### src/design/esp_pkg.sv
// ----------------------------------------------------------------------------
// esp_pkg
// Shared types and byte constants for the emoji space padder.
// ----------------------------------------------------------------------------
package esp_pkg;

    localparam int unsigned MAX_OUT = 5;

    localparam logic [7:0] C_SPACE     = 8'h20;
    localparam logic [7:0] C_LEAD4     = 8'hF0;
    localparam logic [7:0] C_PLANE     = 8'h9F;
    localparam logic [7:0] C_LEAD3     = 8'hE2;
    localparam logic [7:0] C_SYM_LO    = 8'h98;
    localparam logic [7:0] C_SYM_HI    = 8'h9E;
    localparam logic [7:0] C_CONT_MASK = 8'hC0;
    localparam logic [7:0] C_CONT      = 8'h80;
    localparam logic [7:0] C_VS_LEAD   = 8'hEF;
    localparam logic [7:0] C_VS_MID    = 8'hB8;
    localparam logic [7:0] C_VS_TEXT   = 8'h8E;
    localparam logic [7:0] C_VS_EMOJI  = 8'h8F;

    typedef enum logic [8:0] {
        PH_IDLE      = 9'b000000001,
        PH_F0        = 9'b000000010,
        PH_F0_9F     = 9'b000000100,
        PH_F0_9F_C   = 9'b000001000,
        PH_E2        = 9'b000010000,
        PH_E2_X      = 9'b000100000,
        PH_RUN       = 9'b001000000,
        PH_RUN_EF    = 9'b010000000,
        PH_RUN_EF_B8 = 9'b100000000
    } t_phase;

    typedef struct packed {
        logic [MAX_OUT-1:0][7:0] bytes;
        logic [2:0]              cnt;
        logic                    last;
    } t_res;

endpackage

### src/design/esp_scan.sv
// ----------------------------------------------------------------------------
// esp_scan
// Request register, match state and the per-byte rewrite logic.
// ----------------------------------------------------------------------------
module esp_scan
    import esp_pkg::*;
(
    input  logic       i_clk,
    input  logic       i_rst_n,
    input  logic       i_valid,
    input  logic [7:0] i_byte,
    input  logic       i_last,
    output logic       o_stall,
    input  logic       i_free,
    output logic       o_load,
    output t_res       o_res
);

    typedef struct packed {
        t_phase                  phase;
        logic [2:0][7:0]         held;
        logic                    wrote;
        logic                    space;
        logic [MAX_OUT-1:0][7:0] bytes;
        logic [2:0]              cnt;
    } t_st;

    logic            r_in_valid;
    logic [7:0]      r_in_byte;
    logic            r_in_last;
    t_phase          r_phase;
    logic [2:0][7:0] r_held;
    logic            r_wrote;
    logic            r_space;

    logic            in_acc;
    logic            proc;
    t_st             s;

    function automatic t_st f_emit(t_st st, logic [7:0] b);
        t_st r;
        r = st;
        if (r.cnt < 3'(MAX_OUT)) begin
            r.bytes[r.cnt] = b;
            r.cnt = r.cnt + 3'd1;
        end
        r.wrote = 1'b1;
        r.space = (b == C_SPACE);
        return r;
    endfunction

    function automatic t_st f_held(t_st st, logic [1:0] n);
        t_st r;
        r = st;
        for (int i = 0; i < 3; i++) begin
            if (2'(i) < n) begin
                r = f_emit(r, r.held[i]);
            end
        end
        return r;
    endfunction

    function automatic t_st f_idle(t_st st, logic [7:0] b);
        t_st r;
        r = st;
        if (b == C_LEAD4) begin
            r.held[0] = b;
            r.phase = PH_F0;
        end else if (b == C_LEAD3) begin
            r.held[0] = b;
            r.phase = PH_E2;
        end else begin
            r.phase = PH_IDLE;
            r = f_emit(r, b);
        end
        return r;
    endfunction

    function automatic t_st f_fail(t_st st, logic [1:0] n, logic [7:0] b);
        t_st r;
        r = st;
        r.phase = PH_IDLE;
        r = f_held(r, n);
        r = f_idle(r, b);
        return r;
    endfunction

    function automatic t_st f_pre(t_st st);
        t_st r;
        r = st;
        if (r.wrote && !r.space) begin
            r = f_emit(r, C_SPACE);
        end
        return r;
    endfunction

    function automatic t_st f_flush(t_st st);
        t_st r;
        r = st;
        case (r.phase)
            PH_F0, PH_E2: begin
                r = f_held(r, 2'd1);
            end
            PH_F0_9F, PH_E2_X: begin
                r = f_held(r, 2'd2);
            end
            PH_F0_9F_C: begin
                r = f_held(r, 2'd3);
            end
            PH_RUN_EF: begin
                r = f_emit(r, C_SPACE);
                r = f_held(r, 2'd1);
            end
            PH_RUN_EF_B8: begin
                r = f_emit(r, C_SPACE);
                r = f_held(r, 2'd2);
            end
            default: begin
            end
        endcase
        r.phase = PH_IDLE;
        r.wrote = 1'b0;
        r.space = 1'b0;
        return r;
    endfunction

    function automatic logic f_cont(logic [7:0] b);
        return (b & C_CONT_MASK) == C_CONT;
    endfunction

    assign proc    = r_in_valid && i_free;
    assign o_stall = r_in_valid && !i_free;
    assign in_acc  = i_valid && !o_stall;

    always_comb begin
        s.phase = r_phase;
        s.held  = r_held;
        s.wrote = r_wrote;
        s.space = r_space;
        s.bytes = '0;
        s.cnt   = '0;
        case (r_phase)
            PH_F0: begin
                if (r_in_byte == C_PLANE) begin
                    s.held[1] = r_in_byte;
                    s.phase = PH_F0_9F;
                end else begin
                    s = f_fail(s, 2'd1, r_in_byte);
                end
            end
            PH_F0_9F: begin
                if (f_cont(r_in_byte)) begin
                    s.held[2] = r_in_byte;
                    s.phase = PH_F0_9F_C;
                end else begin
                    s = f_fail(s, 2'd2, r_in_byte);
                end
            end
            PH_F0_9F_C: begin
                if (f_cont(r_in_byte)) begin
                    s = f_pre(s);
                    s = f_held(s, 2'd3);
                    s = f_emit(s, r_in_byte);
                    s.phase = PH_RUN;
                end else begin
                    s = f_fail(s, 2'd3, r_in_byte);
                end
            end
            PH_E2: begin
                if (r_in_byte inside {[C_SYM_LO:C_SYM_HI]}) begin
                    s.held[1] = r_in_byte;
                    s.phase = PH_E2_X;
                end else begin
                    s = f_fail(s, 2'd1, r_in_byte);
                end
            end
            PH_E2_X: begin
                if (f_cont(r_in_byte)) begin
                    s = f_pre(s);
                    s = f_held(s, 2'd2);
                    s = f_emit(s, r_in_byte);
                    s.phase = PH_RUN;
                end else begin
                    s = f_fail(s, 2'd2, r_in_byte);
                end
            end
            PH_RUN: begin
                if (r_in_byte == C_VS_LEAD) begin
                    s.held[0] = r_in_byte;
                    s.phase = PH_RUN_EF;
                end else begin
                    if (r_in_byte != C_SPACE) begin
                        s = f_emit(s, C_SPACE);
                    end
                    s = f_idle(s, r_in_byte);
                end
            end
            PH_RUN_EF: begin
                if (r_in_byte == C_VS_MID) begin
                    s.held[1] = r_in_byte;
                    s.phase = PH_RUN_EF_B8;
                end else begin
                    s = f_emit(s, C_SPACE);
                    s = f_fail(s, 2'd1, r_in_byte);
                end
            end
            PH_RUN_EF_B8: begin
                if (r_in_byte == C_VS_TEXT || r_in_byte == C_VS_EMOJI) begin
                    s = f_held(s, 2'd2);
                    s = f_emit(s, r_in_byte);
                    s.phase = PH_RUN;
                end else begin
                    s = f_emit(s, C_SPACE);
                    s = f_fail(s, 2'd2, r_in_byte);
                end
            end
            default: begin
                s = f_idle(s, r_in_byte);
            end
        endcase
        if (r_in_last) begin
            s = f_flush(s);
        end
    end

    assign o_load      = proc && (s.cnt != 3'd0);
    assign o_res.bytes = s.bytes;
    assign o_res.cnt   = s.cnt;
    assign o_res.last  = r_in_last;

    always_ff @(posedge i_clk) begin
        if (!i_rst_n) begin
            r_in_valid <= 1'b0;
            r_phase    <= PH_IDLE;
            r_wrote    <= 1'b0;
            r_space    <= 1'b0;
        end else begin
            if (in_acc) begin
                r_in_valid <= 1'b1;
            end else if (proc) begin
                r_in_valid <= 1'b0;
            end
            if (proc) begin
                r_phase <= s.phase;
                r_wrote <= s.wrote;
                r_space <= s.space;
            end
        end
    end

    always_ff @(posedge i_clk) begin
        if (in_acc) begin
            r_in_byte <= i_byte;
            r_in_last <= i_last;
        end
        if (proc) begin
            r_held <= s.held;
        end
    end

endmodule

### src/design/esp_out.sv
// ----------------------------------------------------------------------------
// esp_out
// Result register: holds the bytes of one request and hands them out in order.
// ----------------------------------------------------------------------------
module esp_out
    import esp_pkg::*;
(
    input  logic       i_clk,
    input  logic       i_rst_n,
    input  logic       i_load,
    input  t_res       i_res,
    output logic       o_free,
    output logic       o_valid,
    input  logic       i_stall,
    output logic [7:0] o_byte,
    output logic       o_last
);

    logic [MAX_OUT-1:0][7:0] r_buf;
    logic [2:0]              r_left;
    logic                    r_last;
    logic                    pop;

    assign o_valid = (r_left != 3'd0);
    assign pop     = o_valid && !i_stall;
    assign o_free  = (r_left == 3'd0) || ((r_left == 3'd1) && pop);
    assign o_byte  = r_buf[0];
    assign o_last  = r_last && (r_left == 3'd1);

    always_ff @(posedge i_clk) begin
        if (!i_rst_n) begin
            r_left <= 3'd0;
        end else if (i_load) begin
            r_left <= i_res.cnt;
        end else if (pop) begin
            r_left <= r_left - 3'd1;
        end
    end

    always_ff @(posedge i_clk) begin
        if (i_load) begin
            r_buf  <= i_res.bytes;
            r_last <= i_res.last;
        end else if (pop) begin
            r_buf  <= {8'h00, r_buf[MAX_OUT-1:1]};
        end
    end

endmodule

### src/design/emoji_space_padder_top.sv
// ----------------------------------------------------------------------------
// emoji_space_padder_top
// Byte-serial UTF-8 filter that pads emoji and symbol runs with spaces.
// ----------------------------------------------------------------------------
// One request is taken per cycle into the input register while o_stall is
// low; it is rewritten in a single combinational pass once the result
// register is free, and its zero to five result bytes land in the result
// register, which drains one byte per cycle while i_stall is low. A request
// holds the result register until its bytes are out (one for plain text, up
// to five around a run or at end of text); a request with no bytes loads nothing.
// ----------------------------------------------------------------------------
module emoji_space_padder_top
    import esp_pkg::*;
(
    input  logic       i_clk,
    input  logic       i_rst_n,
    input  logic       i_valid,
    output logic       o_stall,
    input  logic [7:0] i_in_byte,
    input  logic       i_in_last,
    output logic       o_valid,
    input  logic       i_stall,
    output logic [7:0] o_out_byte,
    output logic       o_out_last
);

    logic free;
    logic load;
    t_res res;

    esp_scan u_scan (
        .i_clk   (i_clk),
        .i_rst_n (i_rst_n),
        .i_valid (i_valid),
        .i_byte  (i_in_byte),
        .i_last  (i_in_last),
        .o_stall (o_stall),
        .i_free  (free),
        .o_load  (load),
        .o_res   (res)
    );

    esp_out u_out (
        .i_clk   (i_clk),
        .i_rst_n (i_rst_n),
        .i_load  (load),
        .i_res   (res),
        .o_free  (free),
        .o_valid (o_valid),
        .i_stall (i_stall),
        .o_byte  (o_out_byte),
        .o_last  (o_out_last)
    );

    a_load_count: assert property (@(posedge i_clk) disable iff (!i_rst_n)
        load |-> (res.cnt != 3'd0) && (res.cnt <= 3'(MAX_OUT)))
        else $error("result count out of range");

    a_load_free: assert property (@(posedge i_clk) disable iff (!i_rst_n)
        load |-> free)
        else $error("result register overwritten");

    a_stall_pending: assert property (@(posedge i_clk) disable iff (!i_rst_n)
        o_stall |-> o_valid)
        else $error("input stalled with no pending output");

    a_last_valid: assert property (@(posedge i_clk) disable iff (!i_rst_n)
        o_out_last |-> o_valid)
        else $error("last flag without valid output");

endmodule

### config.mk
export PLATFORM = sky130hd
export DESIGN_NAME = emoji_space_padder_top
export DESIGN_NICKNAME = d
export VERILOG_FILES = /design/src/design/esp_pkg.sv /design/src/design/esp_scan.sv /design/src/design/esp_out.sv /design/src/design/emoji_space_padder_top.sv
export SDC_FILE = /design/constraint.sdc
export NUM_CORES = 1
export LEC_CHECK = 0
export ABC_AREA = 1
export BUFFER_PORTS_ARGS = -buffer_cell sky130_fd_sc_hd__buf_2
export CORE_UTILIZATION = 45
export CTS_CLUSTER_SIZE = 30
export DETAILED_ROUTE_END_ITERATION = 6
export GPL_ROUTABILITY_DRIVEN = 0
export HOLD_SLACK_MARGIN = 0.12
export PLACE_DENSITY = 0.67
export SETUP_SLACK_MARGIN = 0.5
export SLEW_MARGIN = 20
export SYNTH_ARGS = -nofsm -noshare
export SYNTH_HDL_FRONTEND = slang
export SYNTH_HIERARCHICAL = 1
export SYNTH_SLANG_ARGS = --single-unit
### constraint.sdc
create_clock -name i_clk -period 5 [get_ports i_clk]
set_input_delay 1.5 -clock i_clk [delete_from_list [all_inputs] [get_ports i_clk]]
set_output_delay 1.5 -clock i_clk [all_outputs]
set_load 0.005 [all_outputs]
==> impl_metrics.ini, run 1 <==
[floorplan]
pin_count = 24
fp.dieW_um = 139
start_util_pct = 46.4
dieArea_mm2 = 0.0193
core_area_mm2 = 0.0181
die_y_um = 139
std_cell_rows = 49

[sta]
slew_headroom_pct = 30.2
setup_viol = 0
tightestPinTransition_ns = 1.04
min_period_over_period_pct = 87.1
setup_ws_ns = 0.643
skew_ns = 0.0140
clock.fmax_mhz = 230
setup_tns_ns = 0
drv_slew = 0
min_period_ns = 4.36
finalHoldViolations = 0
rsz0062_at_grt = false

[clock_tree]
htree_levels = 3
cts_inserted_buffers = 9
clk_pin_slew_ns = 0.07
cts_tree = built
clock_latency_ns = 0.37
clockBufferDepth = 2
cts-root-buf = clkbuf_16
cts_sinks = 89

[route]
drt_iter0_drc = 1574
drc = 48
viasPerCell = 6.07
drtAntennaViolNets = 0
routed_wl_um = 30300
num_vias = 8969
wl_per_cell_um = 20.5
first_pass_iters = 7

[power_and_ir_drop]
ir_drop_mv = 0.161
power.static_leakage_nw = 4.29
power_density_mw_per_mm2 = 318
power.share.clock_pct = 24.2
intPower_mw = 1.77
p_switching_mw = 1.07
switching_share_pct = 37.7
p_seq_share_pct = 42.9
combPwrFrac_pct = 32.9

[synth]
async_flop_share_pct = 0
synth-main-ff-cell = edfxtp_1
syn_nets = 1279
synth_area_mm2 = 0.00842
yosys.area_share.simple_pct = 37.6
ys_warn_count = 6
synth_xor_area_share_pct = 0
synth.distinct_cells = 66
synth_most_common_cell = nand2_1
ys_seq_area_share_pct = 30.0
synth.area.mux_share_pct = 0.119
synth_cells = 1259
avgSynthCellArea_um2 = 6.68
yosysTopAreaCell = edfxtp_1
ys_seq_elements = 89
synth_top_family_by_area = simple AND/OR/NAND/NOR gates
synth_enable_flop_cells = 74
synthAdderAreaFrac_pct = 1.04
synth_common_cells = 381 x nand2_1, 130 x inv_1, 106 x nor2_1
synth_top_cell_area_share_pct = 26.4
synthTopCellsByArea = edfxtp_1 26%, nand2_1 17%, inv_1 5.8%
synth_compound_area_share_pct = 16.3

[job]
maxCapViolCount = 0

[global_routing]
grt_pass1_vias = 8028
grt_overflow = 0
grt_max_degree = 40
grt_pass1_wl_um = 46300
antenna_found_initial = 0
grt_use_total_pct = 31.6

[layout]
final_area_mm2 = 0.00895
area_delta_synth_final_pct = 6.35
diodes = 0
nets = 1264
drive_gt1_share_pct = 17.2
fill_cells = 1827

[worst_setup_path]
critPathArrivalTime_ns = 4.48
crit_path_top_delay_cell = edfxtp_1
crit_required_ns = 5.12
cp-end-kind = flip-flop
crit_type = reg2reg
crit_path_start_kind = flip-flop
path_max_fanout = 13
cpPeakStageDelay_ns = 0.49
crit_top_cell = nand2_1

[placed_design]
pre_cts_slack_ns = 0.242
dp_hpwl_um = 22400
numPortBuffers = 23
post_dp_cell_area_mm2 = 0.00841

[min_path]
hp-class = reg2reg

[outcome]
violations = design-rule violations
status = finished, violations left
[cell families after synthesis]
logic type / after synthesis
AND/OR/NAND/NOR: 674
buffers and inverters: 256
AO/OA/AOI/OAI: 231
flip-flops: 89
adder cells (fa/ha/maj): 7
multiplexers: 1
other: 1
[state kept, by name, summed over array words and instances (netlist names)]
name,cells
u_scan/r_wrote,1
u_out/r_buf,32
u_scan/r_space,1
u_scan/r_phase,9
u_scan/r_held,24
u_scan/r_in_last,1
u_scan/r_in_valid,1
u_out/r_last,1
u_out/r_left,3
u_scan/r_in_byte,8
u_out/o_byte,8
[final timing paths]
kind | start | end | slack [ns] | cells past startpoint
max reg2reg | u_scan/r_in_byte[1]$_DFFE_PP_ | u_out/r_buf[14]$_DFFE_PP_ | 0.64 | 29
max | u_scan/r_in_byte[1]$_DFFE_PP_ | u_out/r_buf[14]$_DFFE_PP_ | 0.64 | 29
min reg2reg | u_scan/r_in_valid$_SDFFE_PN0P_ | u_scan/r_in_valid$_SDFFE_PN0P_ | 0.49 | 2
min | u_scan/r_in_valid$_SDFFE_PN0P_ | u_scan/r_in_valid$_SDFFE_PN0P_ | 0.49 | 2
[final cells by class]
type | count | area [um2] | share of cell area [%]
clock buffer | 9 | 225 | 2.52
clock inverter | 7 | 70.1 | 0.783
inverter | 168 | 652 | 7.28
multi-input combinational | 915 | 4740 | 52.9
sequential | 89 | 2520 | 28.2
tap | 229 | 287 | 3.20
timing repair buffer | 61 | 455 | 5.09
[power groups by stage]
stage | sequential (mW) | clock (mW) | combinational [mW]
CTS | 1.22 | 0.698 | 0.852
finish | 1.22 | 0.690 | 0.935
global placement | 1.23 | 0 | 0.807
detailed placement | 1.24 | 0 | 0.828
floorplan | 1.20 | 0 | 0.658
global route | 1.24 | 0.732 | 1.03
[critical path, delay by kind of cell (launching register included)]
kind / cells / cell delay (ns)
AO/OA/AOI/OAI: 1 / 0.06
adder cells (fa/ha/maj): 3 / 0.80
buffers and inverters: 6 / 0.93
flip-flops: 1 / 0.49
AND/OR/NAND/NOR: 19 / 1.83
[timing repair]
action / in CTS / in global routing
gates cloned: 1 / 2
resized for setup: 4 / 17
hold buffers: 0 / 0
setup endpoints to repair: 82 / 83
pin swaps: 2 / 8
setup buffers: 1 / 11
[placed cells by master (no fill, tap or decap), types with 15 or more instances in the layout]
cell type / count
a21oi_1: 72
buf_2: 23
buf_4: 33
dfxtp_1: 15
edfxtp_1: 74
inv_1: 129
inv_2: 29
nand2_1: 380
nand2_2: 25
nand3_1: 72
nor2_1: 102
o21ai_0: 71
o21ai_1: 16
[metal layers]
layer	routed length (um)	GRT usage, %	up-vias
li1	-	-	4071
met4	2050	19.5	0
met5	0	0	-
met1	11700	41.7	4036
met3	4190	9.88	190
met2	12300	44.9	672
[per-stage QoR]
stage          utilization (%)  power [mW]  cells  hold slack, ns
3_5_place_dp              46.3        2.06   1447           0.485
4_1_cts                   48.2        2.77   1465           0.497
2_1_floorplan                -        1.86   1259           0.459
3_3_place_gp              46.3        2.04   1447           0.477
6_report                  49.3        2.85   1478           0.491
5_1_grt                   49.3        3.00   1478           0.522
No activity file was read; power rests on OpenSTA's default activity.
==> run 2, diff against run 1 <==
--- a/config.mk
+++ b/config.mk
@@ -17,5 +17,4 @@
 export SLEW_MARGIN = 20
 export SYNTH_ARGS = -nofsm -noshare
 export SYNTH_HDL_FRONTEND = slang
-export SYNTH_HIERARCHICAL = 1
 export SYNTH_SLANG_ARGS = --single-unit
==> run 2 against run 1 <==
Against the previous run: the run now ends clean; critical path depth unchanged; core utilization rose by 3.2 points; sequential power barely moved; largest power group unchanged; non-clock buffer count is 14 higher; clock power down 1%; sequential share of layout area rose by 2.0 points; area after synthesis is 13% lower; count of clock-buffer cells in the layout unchanged.
==> impl_metrics.ini, run 2 <==
[outcome]
status = complete, no violations

[global_routing]
grt_use_total_pct = 31.7
grt_overflow = 0
grt_pass1_wl_um = 39900
grt_pass1_vias = 7250
grt_max_degree = 41
antenna_found_initial = 0

[route]
num_vias = 8198
routed_wl_um = 26200
wl_per_cell_um = 19.4
viasPerCell = 6.06
drc = 0
drt_iter0_drc = 1370
first_pass_iters = 6
drtAntennaViolNets = 0

[clock_tree]
cts_tree = built
clock_latency_ns = 0.36
htree_levels = 3
cts_hold_buffers = 0
cts_sinks = 89
cts_inserted_buffers = 9
cts-root-buf = clkbuf_16
clk_pin_slew_ns = 0.08
clockBufferDepth = 2

[sta]
clock.fmax_mhz = 233
tightestPinTransition_ns = 1.00
rsz0062_at_grt = false
skew_ns = 0.0133
hold_slack_ns = 0.485
finalHoldViolations = 0
min_period_ns = 4.29
slew_headroom_pct = 32.9
min_period_over_period_pct = 85.7
drv_slew = 0
setup_tns_ns = 0
setup_viol = 0

[layout]
drive_gt1_share_pct = 15.1
nets = 1151
utilization_pct = 52.5
layout_common_cells = 297 x nand2_1, 121 x inv_1, 99 x nor2_1
largest_reg_flops = 32
largest_register = u_out.r_buf
diodes = 0
area_delta_synth_final_pct = 13.7
reg_top3 = u_out.r_buf: 32 flops, u_scan.r_held: 24 flops, u_scan.r_phase: 9 flops
mostFrequentLayoutCell = nand2_1
fill_cells = 1635

[synth]
synth_enable_flop_cells = 74
async_flop_share_pct = 0
synth_cells = 1089
syn_nets = 1109
ys_seq_elements = 89
synth_most_common_cell = nand2_1
ys_seq_area_share_pct = 34.4
synth_common_cells = 305 x nand2_1, 126 x inv_1, 104 x nor2_1
ys_warn_count = 0
synth-main-ff-cell = edfxtp_1
synthTopCellsByArea = edfxtp_1 30%, nand2_1 16%, inv_1 6.4%
synth.distinct_cells = 53
synth_top_cell_area_share_pct = 30.3
yosysTopAreaCell = edfxtp_1
synth_area_mm2 = 0.00734
avgSynthCellArea_um2 = 6.74

[worst_setup_path]
r2r_slack_ns = 0.71
critPathArrivalTime_ns = 4.40
crit_top_cell = nand2_1
crit_path_top_delay_cell = edfxtp_1
crit_required_ns = 5.12
path_max_fanout = 13
crit_path_start_kind = flip-flop
cp-end-kind = flip-flop
crit_type = reg2reg
cpPeakStageDelay_ns = 0.41

[power_and_ir_drop]
power_density_mw_per_mm2 = 333
ir_drop_mv = 0.240
power.static_leakage_nw = 3.82

[floorplan]
die_y_um = 130
pin_count = 24
dieArea_mm2 = 0.0168
std_cell_rows = 46
start_util_pct = 46.2
core_area_mm2 = 0.0159
fp.dieW_um = 130

[job]
maxCapViolCount = 0

[placed_design]
dp_hpwl_um = 18900
numPortBuffers = 23

[min_path]
hp-class = reg2reg
-- run 2: cell count changes in the layout (fill, tap and decap cells not counted), moves of 9 or more --
| cell | delta |
|---|---|
| nor2_4 | -10 |
| o211ai_1 | +12 |
| inv_2 | -10 |
| o21ai_1 | -9 |
| nand2_2 | -10 |
| nand2_1 | -83 |
| buf_4 | +14 |
| o21ai_0 | +13 |
-- run 2: path summary, 6_finish.rpt --
check,endpoint,start,cells after the start
worst max register to register,u_out.r_buf[30]$_DFFE_PP_,u_scan.r_in_byte[0]$_DFFE_PP_,29
worst max-delay path,u_out.r_buf[30]$_DFFE_PP_,u_scan.r_in_byte[0]$_DFFE_PP_,29
worst min register to register,u_scan.r_phase[2]$_SDFFE_PN0P_,u_scan.r_phase[2]$_SDFFE_PN0P_,2
worst min-delay path,u_scan.r_phase[2]$_SDFFE_PN0P_,u_scan.r_phase[2]$_SDFFE_PN0P_,2
-- run 2: layout make-up --
type | instances | area [um2] | area share (%)
repair buffers | 75 | 572 | 6.85
multi-input cells | 812 | 4140 | 49.6
clock buffers | 9 | 225 | 2.70
flip-flops and latches | 89 | 2520 | 30.2
clock inverters | 7 | 60.1 | 0.720
inverters | 144 | 558 | 6.69
well taps | 216 | 270 | 3.24
-- run 2: critical path: cells and delay by family (launching register included) --
family        cells  cell delay, ns
flops             1            0.41
simple gates     18            1.73
fa+ha+maj         3            0.84
buf+inv           8            1.07
-- run 2: cell families (layout without fill, tap and decap cells) --
group / count (synthesis) / in the layout / share of synthesized area (%)
AO/OA/AOI/OAI: 244 / 244 / 20.0
XOR/XNOR: 1 / 1 / 0.119
buffers and inverters: 188 / 235 / 10.9
flip-flops: 89 / 89 / 34.4
adder cells (fa/ha/maj): 7 / 7 / 1.19
AND/OR/NAND/NOR: 559 / 559 / 33.4
other: 1 / 1 / 0.0511
-- run 2: where the power goes --
part	switching, mW	internal, mW	total [mW]
combinational	0.588	0.277	0.865
clock	0.336	0.347	0.683
sequential	0.0931	1.14	1.23
-- run 2: what timing repair did --
item,CTS,global route
resized for setup,13,28
endpoints found under the setup margin,82,82
cloned,1,1
pin swaps,4,11
setup buffers,13,8
-- run 2: through the flow --
step / setup WS, ns / power [mW] / area, um2 / instances
floorplan: 0.518 / 1.80 / 7350 / 1089
global placement: 0.339 / 1.99 / 7690 / 1313
detailed placement: 0.133 / 2.00 / 7690 / 1313
CTS: 0.523 / 2.74 / 8170 / 1343
global route: 0.486 / 2.93 / 8340 / 1352
finish: 0.713 / 2.78 / 8340 / 1352
-- run 2: routing by layer --
metal / GRT usage [%] / wire, um / up-vias
li1: - / - / 3778
met1: 43.3 / 10700 / 3707
met2: 46.9 / 11100 / 584
met3: 6.07 / 3000 / 129
met4: 17.9 / 1480 / 0
met5: 0 / 0 / -
